`config.mk`:
```
export PLATFORM = sky130hd
export DESIGN_NAME = cac_front
export DESIGN_NICKNAME = d
export VERILOG_FILES = /design/src/rtl/core/cac_pkg.sv /design/src/rtl/core/cac_front.sv
export SDC_FILE = /design/constraint.sdc
export NUM_CORES = 1
export LEC_CHECK = 0
export BUFFER_PORTS_ARGS = -buffer_cell sky130_fd_sc_hd__clkbuf_2
export CORE_MARGIN = 2
export CORE_UTILIZATION = 37
export DETAILED_ROUTE_END_ITERATION = 8
export PLACE_DENSITY = 0.85
export SLEW_MARGIN = 20
export SYNTH_ARGS = -nofsm -noshare
export SYNTH_HDL_FRONTEND = slang
export SYNTH_SLANG_ARGS = --single-unit
```
`constraint.sdc`:
```
create_clock -name clk -period 4.15 [get_ports clk]
set_clock_uncertainty 0.05 [all_clocks]
set_input_delay 0.415 -clock clk [delete_from_list [all_inputs] [get_ports clk]]
set_output_delay 0.415 -clock clk [all_outputs]
set_load 0.05 [all_outputs]
```
`src/rtl/core/cac_pkg.sv`:
```
// cac_pkg: shared types, widths and opcodes of the complex integer alu
// no dependencies
`timescale 1ns / 1ps

package cac_pkg;

	localparam int PW = 16;
	localparam int DW = 2 * PW + 1;
	localparam int XW = (2 * PW + 2 > 32) ? 2 * PW + 2 : 32;
	localparam int QDEPTH = 4;
	localparam int QAW = $clog2(QDEPTH);

	typedef enum logic [2:0] {
		OP_ADD = 3'd0,
		OP_SUB = 3'd1,
		OP_MUL = 3'd2,
		OP_DIV = 3'd3,
		OP_EQ  = 3'd4,
		OP_LT  = 3'd5,
		OP_GT  = 3'd6
	} op_t;

	typedef struct packed {
		op_t               op;
		logic              is_div;
		logic              is_cmp;
		logic signed [PW-1:0] ar;
		logic signed [PW-1:0] ai;
		logic signed [PW-1:0] br;
		logic signed [PW-1:0] bi;
	} item_t;

	typedef struct packed {
		logic full;
		logic empty;
	} qstat_t;

	function automatic logic signed [PW-1:0] sext_part(input logic [15:0] x);
		logic signed [PW-1:0] r;
		for (int i = 0; i < PW; i++) begin
			r[i] = (i < 16) ? x[i] : x[15];
		end
		return r;
	endfunction

endpackage

```
`src/rtl/core/cac_front.sv`:
```
// cac_front: input register, operand extraction and opcode classification
// depends on cac_pkg
`timescale 1ns / 1ps

module cac_front (
	input  logic                clk,
	input  logic                arst_n,
	input  logic                in_valid,
	output logic                in_stall,
	input  logic [2:0]          op,
	input  logic [15:0]         a_re,
	input  logic [15:0]         a_im,
	input  logic [15:0]         b_re,
	input  logic [15:0]         b_im,
	input  cac_pkg::qstat_t     qstat,
	output logic                push,
	output cac_pkg::item_t      item
);
	import cac_pkg::*;

	logic  vld_s1;
	item_t item_s1;
	logic  adv;
	item_t nxt;

	assign adv      = !vld_s1 || !qstat.full;
	assign in_stall = vld_s1 && qstat.full;
	assign push     = vld_s1 && !qstat.full;
	assign item     = item_s1;

	always_comb begin
		nxt.op     = op_t'(op);
		nxt.is_div = (op_t'(op) == OP_DIV);
		nxt.is_cmp = (op_t'(op) == OP_EQ) || (op_t'(op) == OP_LT) || (op_t'(op) == OP_GT);
		nxt.ar     = sext_part(a_re);
		nxt.ai     = sext_part(a_im);
		nxt.br     = sext_part(b_re);
		nxt.bi     = sext_part(b_im);
	end

	always_ff @(posedge clk or negedge arst_n) begin
		if (!arst_n) begin
			vld_s1 <= 1'b0;
		end else if (adv) begin
			vld_s1 <= in_valid;
		end
	end

	always_ff @(posedge clk) begin
		if (adv && in_valid) begin
			item_s1 <= nxt;
		end
	end

endmodule

```
# [Word level (Yosys, flattened, before mapping)]
# Cells that the tools add are included.
[op_classes] eq_ne=4 n_reduce_logical=8
[ops] cell="== test 3 bit, second input constant" n=3
[ops] cell="== test 3 x 2 -> 1 bit, second input constant" n=1
[ops] cell="logical AND 1 bit" n=3
[ops] cell="logical OR 1 bit" n=3
[ops] cell="logical NOT 1 bit" n=2
[word_totals] inputBits=72 output_inout_bits=71 elab_cells=20 reg_bits=70

# [Depth between registers and ports, before layout]
# Gate-level depths: netlist (run 1).
[depth] ltp_word=3 depth_mapped=1 depth_no_buf=1

# [Worst setup path before layout (run 1)]
# OpenSTA, ideal clock, no wires.
[synth_timing] path_type="in2reg" startpoint="in in_valid" endpoint="reg item_s1, in the netlist item[0], enable pin" stages=1 arrival_time_ns=3.711 slack_ns=-0.125 setup_time_ns=0.514 path_cell_list="a21boi_1"
[synth_between] elab_chain_len=1
[synth_rtl] element="start, declared" line="cac_front.sv:8" text="input logic in_valid,"
[synth_rtl] element="logical AND 1 bit" line="cac_front.sv:50" text="if (adv && in_valid) begin"
[synth_rtl] element="end signal, assigned" line="cac_front.sv:51" text="item_s1 <= nxt;"
[synth_rtl] element="end, declared" line="cac_front.sv:22" text="item_t item_s1;"
# Every way passes these cells.
# A chain may end at the register's enable or synchronous reset.

# [Final worst setup path (run 1)]
[layout_timing] startpoint="reg vld_s1" endpoint="reg item_s1, in the netlist item[50], enable pin"
[layout_between] elab_chain_len=3
[layout_rtl] element="start, declared" line="cac_front.sv:21" text="logic vld_s1;"
[layout_rtl] element="start signal, assigned" line="cac_front.sv:45" text="vld_s1 <= in_valid;"
[layout_rtl] element="logical NOT 1 bit" line="cac_front.sv:26" text="assign adv = !vld_s1 || !qstat.full;"
[layout_rtl] element="logical OR 1 bit" line="cac_front.sv:26"
[layout_rtl] element="logical AND 1 bit" line="cac_front.sv:50"
# Every way passes these cells.

==> impl_metrics.env, run 1 <==
export IMPL_fp_dieH_um=80.07
export IMPL_cts_tree="built"
export IMPL_power_mw=1.573
export IMPL_dpl_cell_count=290
export IMPL_cp_data_arrival_time_ns=1.62
export IMPL_period_minus_slack_ns=1.713
export IMPL_whs_path_depth=1
export IMPL_start_kind="flip-flop"
export IMPL_hold_viol_final=0
export IMPL_syn_area_sq_um=2141
export IMPL_cts_setup_buffers=0
export IMPL_vias=1310
export IMPL_status="complete, no violations"
export IMPL_grt_ovfl_total=0
export IMPL_firstDrtPassIters=2
export IMPL_syn_nets=148
export IMPL_reg2reg_to="item[50]$_DFFE_PP_"
export IMPL_slew_headroom_pct=44.77
export IMPL_async_flop_share_pct=1.429
export IMPL_clock_sinks=70
export IMPL_cpPeakStageDelay_ns=0.67
export IMPL_worst_path_buf_inv=1
export IMPL_antenna_found_initial=0
export IMPL_antenna_cells=0
export IMPL_clk_latency_ns=0.33
export IMPL_ys_warn_count=0
export IMPL_gp_congestion=0.6950
export IMPL_maxCapViolCount=0
export IMPL_num_rows=27
export IMPL_wire_per_inst_um=14.68
export IMPL_min_period_over_period_pct=41.29
export IMPL_cellPowerDensity_nw_per_um2=498.8
export IMPL_multi_input_area_sq_um=55.05
export IMPL_path_cells="a21boi_4 -> buf_4"
export IMPL_worst_setup_path_type="reg -> reg"
export IMPL_fin_util_pct=56.93
export IMPL_grt_max_degree=70
export IMPL_syn_to_final_growth_pct=47.34
export IMPL_synth_cells_most_frequent="edfxtp_1, a21boi_1"
export IMPL_numPortBuffers=141
export IMPL_drc_errors=0
export IMPL_core_area_sq_um=5540
export IMPL_die_area_sq_um=6410
export IMPL_cts_path_max_buffers=2
export IMPL_drt_wl_total_um=4507
export IMPL_hold_path_class="in -> reg"
export IMPL_min_delay_start="a_re[0]"
export IMPL_yosys_top_cells_area="edfxtp_1, dfrtp_1, a21boi_1"
export IMPL_synth_top_area_cell="edfxtp_1"
export IMPL_cp_max_fo=69
export IMPL_yosysMostFrequentCell="edfxtp_1"
export IMPL_fmax_ghz=0.5836
export IMPL_seq_area_sq_um=2097
export IMPL_fin_setup_tns_ns=0
export IMPL_cts_resized=0
export IMPL_synth_edf_count=69
export IMPL_final_nets=302
export IMPL_final_cells=307
export IMPL_rr_worst_depth=2
export IMPL_setup_viol=0
export IMPL_synthFlopType="edfxtp_1"
export IMPL_vias_per_cell=4.267
export IMPL_nFillCells=449
export IMPL_critical_path_slowest_cell="buf_4"
export IMPL_grt_pass1_wl_um=6182
export IMPL_fin_area_sq_um=3154
export IMPL_tightest_slew_ns=0.8284
export IMPL_r2r_start="vld_s1$_DFFE_PN0N_"
export IMPL_hold_path_end="item[48]$_DFFE_PP_"
export IMPL_synthesis_instances=76
export IMPL_ys_seq_area_share_pct=97.95
export IMPL_cp_required_ns=4.06
export IMPL_critPathCaptureType="flip-flop"
export IMPL_cts_root_buffer="clkbuf_8"
export IMPL_rsz0062_at_grt="false"
export IMPL_r2r_slack_ns=2.44
export IMPL_dpl_instance_area_sq_um=2955
export IMPL_cts_buffers_inserted=9
export IMPL_p_leak_nw=1.389
export IMPL_initial_core_util_pct=38.64
export IMPL_drive_gt1_share_pct=67.23
export IMPL_grt_pass1_vias=1391
export IMPL_cp_top_family="buffers and inverters"
export IMPL_ant_nets=0
export IMPL_die_w_um=80.07
export IMPL_track_usage_pct=13.88
export IMPL_vdd_drop_max_mv=0.2815
export IMPL_syn_avg_cell_area_sq_um=28.17
export IMPL_drv_slew=0
export IMPL_ioPinCount=143
export IMPL_synth_top_cell_area_share_pct=96.79
export IMPL_clk_pin_slew_ns=0.08
export IMPL_synth_seq_cells=70
export IMPL_ys_types=7
export IMPL_cts_max_level=3
export IMPL_drtIter0Drc=20
-- layer usage --
metal	global-route usage (%)	wire length, um	vias up
met3	7.191	565	11
met2	24.00	2378	88
met1	12.45	1463	596
li1	-	-	615
met4	9.153	100	0
met5	0	0	-
-- metrics by stage --
stage                     setup WS [ns]  hold slack [ns]
after floorplan                   1.253          0.06941
after global placement            2.403           0.1424
after detailed placement          2.348           0.1436
after CTS                         2.433           0.1811
after global routing              2.342           0.1851
final                             2.437           0.1986
-- worst max-delay path by stage --
stage	startpoint	end	slack (ns)	cells past startpoint
2_1_floorplan	qstat[1]	item[0]$_DFFE_PP_	1.25	1
3_5_place_dp	qstat[1]	item[14]$_DFFE_PP_	2.35	3
4_1_cts	vld_s1$_DFFE_PN0N_	item[25]$_DFFE_PP_	2.43	2
6_report	vld_s1$_DFFE_PN0N_	item[50]$_DFFE_PP_	2.44	2
3_3_place_gp	qstat[1]	item[30]$_DFFE_PP_	2.40	3
5_1_grt	vld_s1$_DFFE_PN0N_	item[50]$_DFFE_PP_	2.34	2
-- repair_timing --
item | 4_1_cts | 5_1_grt
endpoints found under the hold margin | 1 | 0
hold buffers | 1 | 0
endpoints found under the setup margin | 0 | 0
-- cells by family after synthesis --
kind of cell	share of synthesized area, %
AO/OA/AOI/OAI	1.052
flip-flops	97.95
AND/OR/NAND/NOR	0.9940
-- cells in the final DEF (no fill, tap or decap), types with 3 or more instances in the layout --
master    instances
clkbuf_2        141
clkbuf_8          9
clkinv_2          3
edfxtp_1         69
-- cell type report --
class	count	area share [%]
multi-input cells	6	1.745
clock inverters	7	2.063
flip-flops and latches	70	66.48
repair buffers	143	22.93
well taps	72	2.856
clock buffers	9	3.927
-- report_power, final --
group | internal, mW | leakage, nW | switching [mW] | total [mW]
Combinational | 0.0500 | 0.624 | 0.173 | 0.223
Sequential | 0.824 | 0.668 | 0.0105 | 0.835
Clock | 0.273 | 0.0964 | 0.243 | 0.516
Total | 1.15 | 1.39 | 0.426 | 1.57
-- sequential cells by signal (all words and copies together) (netlist names) --
name,flops
vld_s1,1
item,69
-- worst reg2reg max path: stages (launching register included) --
cell      delay (ns)
dfrtp_1         0.43
a21boi_4        0.16
buf_4           0.67
Note: power is estimated with default switching activity, not from simulation.
==> run 2, diff against run 1 <==
Settings changed: ABC_AREA from default to 1.
Clock period 4.15 ns to 1.4 ns, I/O delays scaled along.
==> impl_metrics.env, run 2 <==
export IMPL_r2r_slack_ns=0.08
export IMPL_clk_pin_slew_ns=0.07
export IMPL_r2r_start="vld_s1$_DFFE_PN0N_"
export IMPL_start_kind="flip-flop"
export IMPL_ys_warn_count=0
export IMPL_worst_slack_ns=0.04060
export IMPL_cp_required_ns=1.21
export IMPL_dp_hpwl_um=3533
export IMPL_timing_hold_ws_ns=0.08464
export IMPL_reg2reg_to="item[59]$_DFFE_PP_"
export IMPL_cp_data_arrival_time_ns=1.17
export IMPL_die_w_um=80.07
export IMPL_clk_latency_ns=0.33
export IMPL_dpl_instance_area_sq_um=2988
export IMPL_synth_cells_most_frequent="edfxtp_1, inv_1, nand2_1"
export IMPL_cp_max_fo=3
export IMPL_track_usage_pct=20.32
export IMPL_vias=1665
export IMPL_synth_edf_count=69
export IMPL_antenna_found_initial=0
export IMPL_fmax_ghz=0.7356
export IMPL_cts_max_level=3
export IMPL_mostFrequentLayoutCell="clkbuf_2"
export IMPL_drc_errors=0
export IMPL_syn_to_final_growth_pct=81.53
export IMPL_cts_tree="built"
export IMPL_rr_worst_depth=3
export IMPL_ant_nets=0
export IMPL_grt_max_degree=35
export IMPL_wire_per_inst_um=16.64
export IMPL_cts_path_max_buffers=2
export IMPL_drv_slew=0
export IMPL_period_minus_slack_ns=1.359
export IMPL_fp_dieH_um=80.07
export IMPL_critPathCaptureType="output pin"
export IMPL_syn_area_sq_um=2141
export IMPL_drive_gt1_share_pct=51.92
export IMPL_fin_area_sq_um=3886
export IMPL_antenna_cells=0
export IMPL_hold_viol_final=0
export IMPL_syn_nets=153
export IMPL_final_nets=380
export IMPL_yosysMostFrequentCell="edfxtp_1"
export IMPL_vdd_drop_max_mv=0.8437
export IMPL_tightest_slew_ns=0.3097
export IMPL_ys_seq_area_share_pct=97.95
export IMPL_clock_sinks=70
export IMPL_final_cell_mix="clkbuf_2, dlygate4sd3_1, edfxtp_1"
export IMPL_syn_avg_cell_area_sq_um=26.43
export IMPL_async_flop_share_pct=1.429
export IMPL_cts_root_buffer="clkbuf_8"
export IMPL_worst_setup_path_type="reg -> out"
export IMPL_ys_types=6
export IMPL_ioPinCount=143
export IMPL_num_rows=27
export IMPL_synthesis_instances=81
export IMPL_numPortBuffers=141
export IMPL_maxCapViolCount=0
export IMPL_slew_headroom_pct=79.44
export IMPL_cts_buffers_inserted=9
export IMPL_grt_pass1_vias=1842
export IMPL_drtIter0Drc=91
export IMPL_largest_reg_flops=69
export IMPL_synth_top_area_cell="edfxtp_1"
export IMPL_grt_ovfl_total=0
export IMPL_synth_top_cell_area_share_pct=96.79
export IMPL_core_area_sq_um=5540
export IMPL_die_area_sq_um=6410
export IMPL_initial_core_util_pct=38.64
export IMPL_synthFlopType="edfxtp_1"
export IMPL_firstDrtPassIters=4
export IMPL_min_period_over_period_pct=97.10
export IMPL_dp_slack_ns=0.1090
export IMPL_status="complete, no violations"
export IMPL_drt_wl_total_um=6388
export IMPL_cellPowerDensity_nw_per_um2=1198
export IMPL_yosys_top_cells_area="edfxtp_1, dfrtp_1, inv_1"
export IMPL_hold_path_class="in -> async"
export IMPL_synth_seq_cells=70
export IMPL_p_leak_nw=1.711
export IMPL_setup_viol=0
export IMPL_grt_pass1_wl_um=9170
export IMPL_gp_congestion=0.6741
export IMPL_vias_per_cell=4.336
[run 2: power by group]
group | internal [mW] | switching (mW) | total, mW
sequential | 2.44 | 0.0375 | 2.48
clock | 0.620 | 0.687 | 1.31
combinational | 0.300 | 0.572 | 0.871
total | 3.36 | 1.30 | 4.66
[run 2: cell type report]
class                           count  area, sq um
Sequential cell                    70         2097
Fill cell                         358         1654
Timing Repair Buffer              216         1489
Clock buffer                       10        127.6
Tap cell                           72        90.09
Multi-Input combinational cell      7        40.04
Clock inverter                      5        27.53
Inverter                            4        15.01
[run 2: logic make-up after synthesis]
group | Yosys count | synth area share [%]
AO/OA/AOI/OAI | 2 | 0.4676
buffers and inverters | 4 | 0.7011
flip-flops | 70 | 97.95
AND/OR/NAND/NOR | 5 | 0.8768
[run 2: timing repair]
action,4_1_cts,5_1_grt
hold buffers,69,0
buffers inserted,0,3
setup endpoints to repair,0,69
endpoints found under the hold margin,69,0
resized for setup,0,5
[run 2: per-layer routing]
layer  GRT usage [%]  up-vias  part of all wire, %
met5               0        -                    0
met4           11.69        0                  2.6
met3           8.427       13                  9.8
met2           34.50       99                   52
met1           21.00      782                   35
li1                -      771                    -
[run 2: how the worst max path moves through the flow]
stage / startpoint / end / slack [ns] / cells past startpoint
after CTS: vld_s1$_DFFE_PN0N_ / push / 0.01 / 3
after detailed placement: vld_s1$_DFFE_PN0N_ / item[46]$_DFFE_PP_ / 0.11 / 2
final: vld_s1$_DFFE_PN0N_ / push / 0.04 / 3
after global placement: vld_s1$_DFFE_PN0N_ / item[42]$_DFFE_PP_ / 0.13 / 2
after global routing: in_valid / item[51]$_DFFE_PP_ / -0.006 / 6
after floorplan: vld_s1$_DFFE_PN0N_ / item[0]$_DFFE_PP_ / -0.65 / 1
[run 2: critical path, cell delays in order, from the launching register on]
cell,delay (ns)
dfrtp_1,0.43
inv_1,0.09
nor2_1,0.09
clkbuf_4,0.23
[run 2: through the flow]
step                      util (%)  power [mW]  TNS (ns)  cells
after global placement       53.93       3.185         0    296
after global routing         70.14       4.835  -0.07070    384
after detailed placement     53.93       3.200         0    296
after floorplan                  -       2.967    -45.16     81
final                        70.14       4.657         0    384
after CTS                    69.20       4.638         0    380
