File: src/rtl/core/cac_pkg.sv
// cac_pkg: shared types, widths and opcodes of the complex integer alu
// no dependencies
`timescale 1ns / 1ps

package cac_pkg;

	localparam int PW = 16;
	localparam int DW = 2 * PW + 1;
	localparam int XW = (2 * PW + 2 > 32) ? 2 * PW + 2 : 32;
	localparam int QDEPTH = 4;
	localparam int QAW = $clog2(QDEPTH);

	typedef enum logic [2:0] {
		OP_ADD = 3'd0,
		OP_SUB = 3'd1,
		OP_MUL = 3'd2,
		OP_DIV = 3'd3,
		OP_EQ  = 3'd4,
		OP_LT  = 3'd5,
		OP_GT  = 3'd6
	} op_t;

	typedef struct packed {
		op_t               op;
		logic              is_div;
		logic              is_cmp;
		logic signed [PW-1:0] ar;
		logic signed [PW-1:0] ai;
		logic signed [PW-1:0] br;
		logic signed [PW-1:0] bi;
	} item_t;

	typedef struct packed {
		logic full;
		logic empty;
	} qstat_t;

	function automatic logic signed [PW-1:0] sext_part(input logic [15:0] x);
		logic signed [PW-1:0] r;
		for (int i = 0; i < PW; i++) begin
			r[i] = (i < 16) ? x[i] : x[15];
		end
		return r;
	endfunction

endpackage

File: src/rtl/core/cac_fifo.sv
// cac_fifo: short item queue between the front and the back
// depends on cac_pkg
`timescale 1ns / 1ps

module cac_fifo (
	input  logic              clk,
	input  logic              arst_n,
	input  logic              push,
	input  cac_pkg::item_t    din,
	input  logic              pop,
	output cac_pkg::item_t    dout,
	output cac_pkg::qstat_t   qstat
);
	import cac_pkg::*;

	item_t          mem_q [QDEPTH];
	logic [QAW-1:0] wr_ptr_q;
	logic [QAW-1:0] rd_ptr_q;
	logic [QAW:0]   cnt_q;

	assign dout        = mem_q[rd_ptr_q];
	assign qstat.full  = (cnt_q == (QAW+1)'(QDEPTH));
	assign qstat.empty = (cnt_q == '0);

	always_ff @(posedge clk or negedge arst_n) begin
		if (!arst_n) begin
			wr_ptr_q <= '0;
			rd_ptr_q <= '0;
			cnt_q    <= '0;
		end else begin
			if (push) begin
				wr_ptr_q <= wr_ptr_q + 1'b1;
			end
			if (pop) begin
				rd_ptr_q <= rd_ptr_q + 1'b1;
			end
			if (push && !pop) begin
				cnt_q <= cnt_q + 1'b1;
			end else if (pop && !push) begin
				cnt_q <= cnt_q - 1'b1;
			end
		end
	end

	always_ff @(posedge clk) begin
		if (push) begin
			mem_q[wr_ptr_q] <= din;
		end
	end

endmodule

File: config.mk
export PLATFORM = sky130hd
export DESIGN_NAME = cac_fifo
export DESIGN_NICKNAME = d
export VERILOG_FILES = /design/src/rtl/core/cac_pkg.sv /design/src/rtl/core/cac_fifo.sv
export SDC_FILE = /design/constraint.sdc
export NUM_CORES = 1
export LEC_CHECK = 0
export BUFFER_PORTS_ARGS = -buffer_cell sky130_fd_sc_hd__buf_2
export CORE_MARGIN = 1.5
export CORE_UTILIZATION = 57
export CTS_CLUSTER_DIAMETER = 120
export DETAILED_ROUTE_END_ITERATION = 7
export PLACE_DENSITY_LB_ADDON = 0.12
export SYNTH_ARGS = -nofsm -noshare
export SYNTH_HDL_FRONTEND = slang
export SYNTH_SLANG_ARGS = --single-unit
export TNS_END_PERCENT = 10
File: constraint.sdc
create_clock -name clk -period 2.9 [get_ports clk]
set_input_delay 0.87 -clock clk [delete_from_list [all_inputs] [get_ports clk]]
set_output_delay 0.87 -clock clk [all_outputs]
set_load 0.02 [all_outputs]
Word level (Yosys, flattened, before mapping)
Memories as Yosys holds them, arrays and structs flattened.
Cells that the tools add are included.
{ "word_totals": {"romBits": 0, "latch_bits": 0, "ff_bits": 7, "n_memories": 1, "ramBits": 276} }
{ "mem_list": {"columns": ["memory", "words", "word_bits", "rd", "rd_clocked_by_memory_dff", "wr", "line", "text"], "rows": [
  ["mem_q", 4, 69, 1, 0, 1, "cac_fifo.sv:16", "item_t mem_q [QDEPTH];"]
]} }
{ "op_classes": {"mux": 4, "multipliers": 0, "bitwise_logic": 0, "n_lt_le_gt_ge": 0, "reduce_logical": 6, "eq_ne": 1, "shifts": 0, "n_div": 0, "n_addsub": 4} }
{ "op_table": {"columns": ["op", "count"], "rows": [
  ["3-bit two-way mux", 2],
  ["2-bit by 1-bit adder with 2-bit output, second input constant", 2],
  ["3-bit by 1-bit adder with 3-bit output, second input constant", 1],
  ["3-bit == test, second input constant", 1],
  ["3-bit logical NOT", 1],
  ["3-bit by 1-bit subtractor with 3-bit output, second input constant", 1],
  ["1-bit logical AND", 2],
  ["1-bit logical NOT", 2],
  ["1-bit two-way mux", 2],
  ["2-bit nonzero test", 1]
]} }

Longest topological paths before layout
Gate-level depths: netlist of run 1.
{ "logic_depth": {"word_depth": 4, "depth_mapped": 7, "ltp_nobuf": 7} }

Least setup slack after synthesis of run 1
Ideal clock, no wire load.
{ "synth_path": {"path_type": "input port to flip-flop", "startpoint": "input port push", "endpoint": "memory mem_q[1][0] in the netlist's numbering, enable pin", "arrival_ps": 2488, "setup_ps": 434, "required_ps": 2466, "path_buffers": 0, "slack_ps": -22, "stages": 1, "path_cell_list": "and2_1"} }
{ "synth_between": {"elab_chain_len": 2} }
{ "synth_lines": {"columns": ["item", "line", "text"], "rows": [
  ["start, declared", "cac_fifo.sv:8", "input logic push,"],
  ["1-bit two-way mux", "cac_fifo.sv:46", "if (push) begin"],
  ["1-bit two-way mux (implied by the code)", "cac_fifo.sv:47", "mem_q[wr_ptr_q] <= din;"],
  ["end, declared", "cac_fifo.sv:16", null]
]} }
Every way passes these cells.

==> results of run 1 <==
==> worst max path at each step <==
stage	slack, ns	to	startpoint	depth (start not counted)
floorplan	-0.02	mem_q[3][0]	push	1
global placement	0.52	dout[64]	rd_ptr_q[0]	3
detailed placement	0.52	dout[25]	rd_ptr_q[0]	3
CTS	-0.03	dout[25]	rd_ptr_q[0]	3
global route	-0.06	dout[25]	rd_ptr_q[0]	3
finish	0.03	dout[25]	rd_ptr_q[0]	3
==> where the power goes <==
part           switching, W  internal (W)  total [W]
Sequential         0.000200       0.00535    0.00555
Combinational       0.00239       0.00179    0.00418
Clock               0.00138       0.00198    0.00335
Total               0.00397       0.00912     0.0131
==> repair_timing <==
item | CTS | global route
hold endpoints to repair | 0 | 0
gates resized for setup | 5 | 11
hold buffers | 0 | 0
endpoints found under the setup margin | 19 | 59
==> routing by layer <==
metal | track usage | routed length [um] | vias up
li1 | - | - | 2036
met1 | 0.249 | 7170 | 2356
met2 | 0.312 | 8840 | 160
met3 | 0.0492 | 1290 | 34
met4 | 0.0587 | 378 | 0
met5 | 0 | 0 | -
==> critical path, stage by stage (launching register included) <==
cell,delay (ns)
dfrtp_4,0.46
buf_16,0.27
mux4_2,0.57
buf_2,0.18
==> placed cells by master, fill, tap and decap left out, drive strengths merged <==
cell / count
edfxtp: 276
buf: 157
mux4: 69
clkbuf: 34
clkinv: 10
dfrtp: 7
ha: 5
inv: 5
and2: 4
xor2: 4
bufinv: 3
xnor2: 2
nand2: 2
diode: 1
nor3b: 1
nor3: 1
mux2: 1
o21ai: 1
nor2: 1
fa: 1
clkinvlp: 1
==> registers in the layout, indices dropped and copies added (netlist names) <==
signal and cells:
wr_ptr_q 2, mem_q 276, rd_ptr_q 2, cnt_q 3
==> logic make-up after synthesis <==
logic type,share of synthesized area
DFF,0.812
muxes,0.150
and+or+nand+nor,0.00468
adders and majority gates,0.00792
AOI/OAI and AO/OA,0.000480
buffers and inverters,0.0197
xor gates and xnor gates,0.00504
==> layout make-up <==
cell class | instances | share of cell area
Inverter | 4 | 0.00122
Antenna cell | 1 | 0.000203
Sequential cell | 283 | 0.686
Clock inverter | 15 | 0.0122
Tap cell | 229 | 0.0232
Timing Repair Buffer | 157 | 0.0777
Clock buffer | 34 | 0.0568
Multi-Input combinational cell | 92 | 0.143
==> stage by stage <==
| stage | power (W) | instances | setup slack, ns | util |
|---|---|---|---|---|
| finish | 0.0131 | 815 | 0.0256 | 0.688 |
| global route | 0.0136 | 815 | -0.0603 | 0.688 |
| CTS | 0.0132 | 814 | -0.0269 | 0.686 |
| detailed placement | 0.00980 | 765 | 0.525 | 0.637 |
| global placement | 0.00973 | 765 | 0.520 | 0.637 |
| floorplan | 0.00862 | 395 | -0.0181 | - |
==> implementation parameters, run 1 <==
Parameter                              Value

Synthesis
  EDFF count, synth    276
  Area share of the leading cell type in the synthesized netlist    0.795
  Async set or reset register ratio after synthesis    0.0247
  Biggest area consumer among synthesized cells    edfxtp_1
  Most instantiated library cell after synthesis    edfxtp_1
  Flip-flop and latch count after synthesis    ~280
  Synthesized cell area    10,400 um2
  Cells taking the most area after synthesis    edfxtp_1 (79%), mux4_2 (15%), dfrtp_1 (1.7%)
  Mean area per synthesized cell    between 20 and 30 um2
  Synth unique cells    20
  Synth top cells by count    edfxtp_1 (276), mux4_2 (68), buf_12 (7), buf_2 (7), dfrtp_1 (7)
  Yosys warning total    0
  Number of cells produced by synthesis    about 400
  Ys flop type    edfxtp_1
  Sequential element share of the synthesized area    0.812
  Total nets after synthesis    between 400 and 500

Clocking
  Master cell of the clock root buffer    clkbuf_16
  Buffers inserted by post-CTS timing repair    0
  Clk slew on worst S/H paths    approximately 0.06 ns
  Clock latency on the worst-skew pair    0.52 ns
  Clock buffer count from CTS    27
  Total number of H-tree levels    1
  Clk sink count    ~280
  CTS Buffer Depth    3
  Clock tree from TritonCTS    built

Layout
  Storage element area    between 8000 and 9000 um2
  Final net count    644
  Multi-input gate area in the final layout    roughly 1800 um2
  Area Growth Syn to Fin    18.5%
  Post-layout instance area    12,400 um2
  Layout cells sized above 1    0.462
  Number of fill cells    between 1,000 and 1,500

GRT
  Largest net degree at the start of global routing    between 70 and 80
  Wire length of the first global-routing pass    between 20,000 and 30,000 um
  Via count of the first global-routing pass    5,016
  Aggregate global-route resource usage    0.188
  Number of antenna violations at the first check in global routing    1
  Residual overflow from global routing    0

Detailed routing
  Antenna Nets Post-Route    0
  Routed wire length    17,700 um
  Via-to-Cell Ratio    about 5.6
  Initial DRC Count    between 200 and 250
  Number of detailed-routing iterations run before antenna repair    4
  Detailed-route via count    between 4,000 and 5,000
  Avg WL per Cell    about 22 um
  DR DRC count    0

STA
  Ratio of final minimum period to clock period    0.991
  Final setup violating endpoints    0
  Slew @ Worst Pin    ~0.42 ns
  Max Freq    roughly 350 MHz
  Setup repair after global routing missed its margin    true
  Worst Skew    around 0.0045 ns
  Slew HR    0.718
  Time the worst path needs with I/O delays and setup    approximately 2.9 ns
  Worst slack on hold paths    between 0.15 and 0.2 ns
  Aggregate negative setup slack    0 ns
  Final Slew Violations    0
  Number of endpoints with negative hold slack in the final report    0

Placement
  Post-Place Cell Area    11,400 um2
  DP Wirelength    10,500 um
  GP Congestion    0.721
  Number of buffer cells added on primary ports    approximately 140

Die
  Width of the chip    approximately 140 um
  Area of the core    18,000 um2
  Initial Utilization    0.580
  Floorplan die height    around 140 um
  Floorplan die area    about 19,000 um2
  Standard-cell rows    49
  Count of pins on the block boundary    144

Setup path
  Kind of start point of the critical path    register
  Data required, critical path    approximately 2 ns
  Setup slack, reg-to-reg    around 1.2 ns
  Endpoint of the worst register-to-register path    mem_q[1][40]
  Launch instance of the worst register-to-register path    wr_ptr_q[1]
  Highest fanout seen on the critical path    34
  Worst reg-to-reg path cell count    4
  CP Data Arrival Time    2.00 ns
  Setup crit end kind    output pin
  Classification of the worst setup path    register to output pin

Run status
  Status    complete, no violations

Flow run
  Count of max-cap constraint violations    0

Power and ir drop
  Cell Pwr Density    between 1000 and 1500 nW/um2
  Leak    4.27 nW
  VDD IR-drop max    675 uV

Worst hold path
  Class of the tightest hold or removal check    primary input to asynchronous set/reset pin
(Power assumes the default switching activity.)
==> inputs of run 2 (changes only) <==
ABC_AREA = 1   (was not set)
BUFFER_PORTS_ARGS = not set   (was -buffer_cell sky130_fd_sc_hd__buf_2)
CORE_UTILIZATION = 60   (was 57)
DONT_BUFFER_PORTS = 1   (was not set)
==> implementation parameters, run 2 <==
Parameter                              Value

Setup path
  Setup crit end kind    output pin
  Setup slack, reg-to-reg    ~1.1 ns
  Data required, critical path    about 2.0 ns
  CP Data Arrival Time    roughly 1.9 ns
  CP cell instances    buf_4, nand2_1, o211ai_2, nand2_1
  Most frequent cell on the critical path    nand2_1
  Max stage delay cell, worst path    dfrtp_4
  Largest stage delay, worst path    around 0.56 ns
  Kind of start point of the critical path    register
  Highest fanout seen on the critical path    30
  Classification of the worst setup path    register to output pin

Detailed routing
  Number of detailed-routing iterations run before antenna repair    4
  Initial DRC Count    340
  Avg WL per Cell    18.4 um
  Detailed-route via count    about 6,100
  Via-to-Cell Ratio    5.38
  DR DRC count    0
  Antenna Nets Post-Route    0
  Routed wire length    roughly 21,000 um

STA
  Aggregate negative setup slack    0 ns
  Setup repair after global routing missed its margin    false
  Ratio of final minimum period to clock period    0.959
  Max Freq    ~360 MHz
  Final setup violating endpoints    0
  Number of endpoints with negative hold slack in the final report    0
  Slew HR    0.561
  Slew @ Worst Pin    0.653 ns
  Time the worst path needs with I/O delays and setup    roughly 2.8 ns
  Setup slack of the critical path after layout    between 0.1 and 0.15 ns
  Worst Skew    roughly 0.011 ns
  Final Slew Violations    0

Die
  Count of pins on the block boundary    144
  Initial Utilization    0.611
  Standard-cell rows    approximately 50
  Floorplan die height    about 140 um
  Width of the chip    roughly 140 um
  Floorplan die area    20,600 um2
  Area of the core    roughly 19,000 um2

Clocking
  Master cell of the clock root buffer    clkbuf_16
  Clock tree from TritonCTS    built
  Clk slew on worst S/H paths    0.06 ns
  Post-cts gate resize count    1
  Total number of H-tree levels    1
  Clock buffer count from CTS    28
  Post-cts hold buffer count    0
  CTS Buffer Depth    3
  Clk sink count    around 280
  Buffers inserted by post-CTS timing repair    0
  Clock latency on the worst-skew pair    roughly 0.53 ns

Synthesis
  Synth unique cells    21
  Most instantiated library cell after synthesis    edfxtp_1
  Flip-flop and latch count after synthesis    approximately 280
  Yosys warning total    0
  Total nets after synthesis    932
  Area share of the leading cell type in the synthesized netlist    0.699
  Cells taking the most area after synthesis    edfxtp_1 (70%), o211ai_2 (8.4%), nand2_1 (7.0%)
  Sequential element share of the synthesized area    0.714
  EDFF count, synth    about 280
  Mean area per synthesized cell    around 14 um2
  Biggest area consumer among synthesized cells    edfxtp_1
  Synthesized cell area    approximately 12,000 um2
  Synth top cells by count    edfxtp_1 (276), nand2_1 (220), inv_1 (148), o211ai_2 (80), o211ai_1 (58)
  Async set or reset register ratio after synthesis    0.0247
  Number of cells produced by synthesis    between 800 and 900
  Ys flop type    edfxtp_1

Power and ir drop
  Leak    5.01 nW
  Cell Pwr Density    between 1000 and 1500 nW/um2
  VDD IR-drop max    roughly 650 uV

Layout
  Area Growth Syn to Fin    9.45%
  Layout cells sized above 1    0.162
  Most common library cell in the layout ignoring fill and taps    edfxtp_1
  Final net count    roughly 930
  Post-route insts no fill    1,139
  Largest registers ranked by flip-flop count    mem_q (276), cnt_q (3)
  Core Util, Final    0.669
  Number of flip-flops in the largest register    between 200 and 300
  Largest register by flop count    mem_q
  Ant. Diodes    0
  Top library cells by usage in the layout, fill and taps aside    edfxtp_1 (276), nand2_1 (220), inv_1 (145)
  Post-layout instance area    about 13,000 um2

Placement
  Number of buffer cells added on primary ports    0
  DP Wirelength    between 10,000 and 15,000 um
  Post-Place Cell Area    approximately 12,000 um2
  Worst setup slack before clock tree synthesis    about 0.57 ns
  DP Cell Count    between 1,000 and 1,500
  GP Congestion    between 0.7 and 0.8

Flow run
  Count of max-cap constraint violations    0

GRT
  Number of antenna violations at the first check in global routing    0
  Largest net degree at the start of global routing    75
  Aggregate global-route resource usage    0.209
  Wire length of the first global-routing pass    around 33,000 um
  Via count of the first global-routing pass    around 6,300
  Residual overflow from global routing    0

Worst hold path
  Class of the tightest hold or removal check    primary input to asynchronous set/reset pin

Run status
  Status    complete, no violations
==> run 2: changes by cell type after synthesis, moves of 2 or more <==
cell | previous run | this run
inv_1 | 4 | 148
o211ai_2 | 0 | 80
nand2_1 | 2 | 220
buf_6 | 1 | 26
buf_4 | 0 | 2
o211ai_1 | 0 | 58
buf_2 | 7 | 16
mux4_2 | 68 | 0
buf_12 | 7 | 0
and2_1 | 4 | 0
buf_8 | 0 | 2
==> run 2: final cells by class <==
class                   instances  area, um2
fillers                      1363       6420
clock buffers                  34        723
flip-flops and latches        283       8470
inverters                     150        576
repair buffers                 17        278
multi-input cells             373       2410
well taps                     265        332
clock inverters                17        190
==> run 2: report_power, final <==
group	switching, W	leakage, nW	internal, W
Clock	0.00142	0.442	0.00212
Combinational	0.00357	1.95	0.00128
Sequential	0.000270	2.62	0.00536
==> run 2: cells by family (layout without fill, tap and decap cells) <==
logic type,count (synthesis),in the layout,share of synthesized area
xor gates and xnor gates,4,4,0.00296
DFF,283,283,0.714
and+or+nand+nor,224,224,0.0715
adders and majority gates,6,6,0.00697
buffers and inverters,197,218,0.0832
AOI/OAI and AO/OA,139,139,0.122
==> run 2: path summary, 6_finish.rpt <==
kind | startpoint | to | cells past startpoint
hold / removal | arst_n | rd_ptr_q[1] | 0
setup reg to reg | wr_ptr_q[0] | mem_q[2][56] | 5
max in group asynchronous | arst_n | rd_ptr_q[0] | 0
hold reg to reg | cnt_q[2] | cnt_q[2] | 2
setup / recovery | rd_ptr_q[0] | dout[19] | 4
min in group clk | pop | rd_ptr_q[0] | 1
==> run 2: per-stage QoR <==
stage          total power, W  hold WS [ns]
2_1_floorplan         0.00987         0.463
6_report               0.0140        0.0287
3_3_place_gp           0.0105         0.479
4_1_cts                0.0142       0.00688
5_1_grt                0.0148       0.00213
3_5_place_dp           0.0106         0.488
==> run 2: layer usage <==
layer / track usage / up-vias / routed length, um
met5: 0 / - / 0
met4: 0.0548 / 0 / 369
met3: 0.0506 / 30 / 1280
met2: 0.373 / 137 / 10900
met1: 0.255 / 3004 / 8460
li1: - / 2953 / -
==> run 2: critical path, delay by kind of cell, from the launching register on <==
family	cells	cell delay (ns)
DFF	1	0.56
buffers and inverters	1	0.38
and+or+nand+nor	2	0.32
AOI/OAI and AO/OA	1	0.10
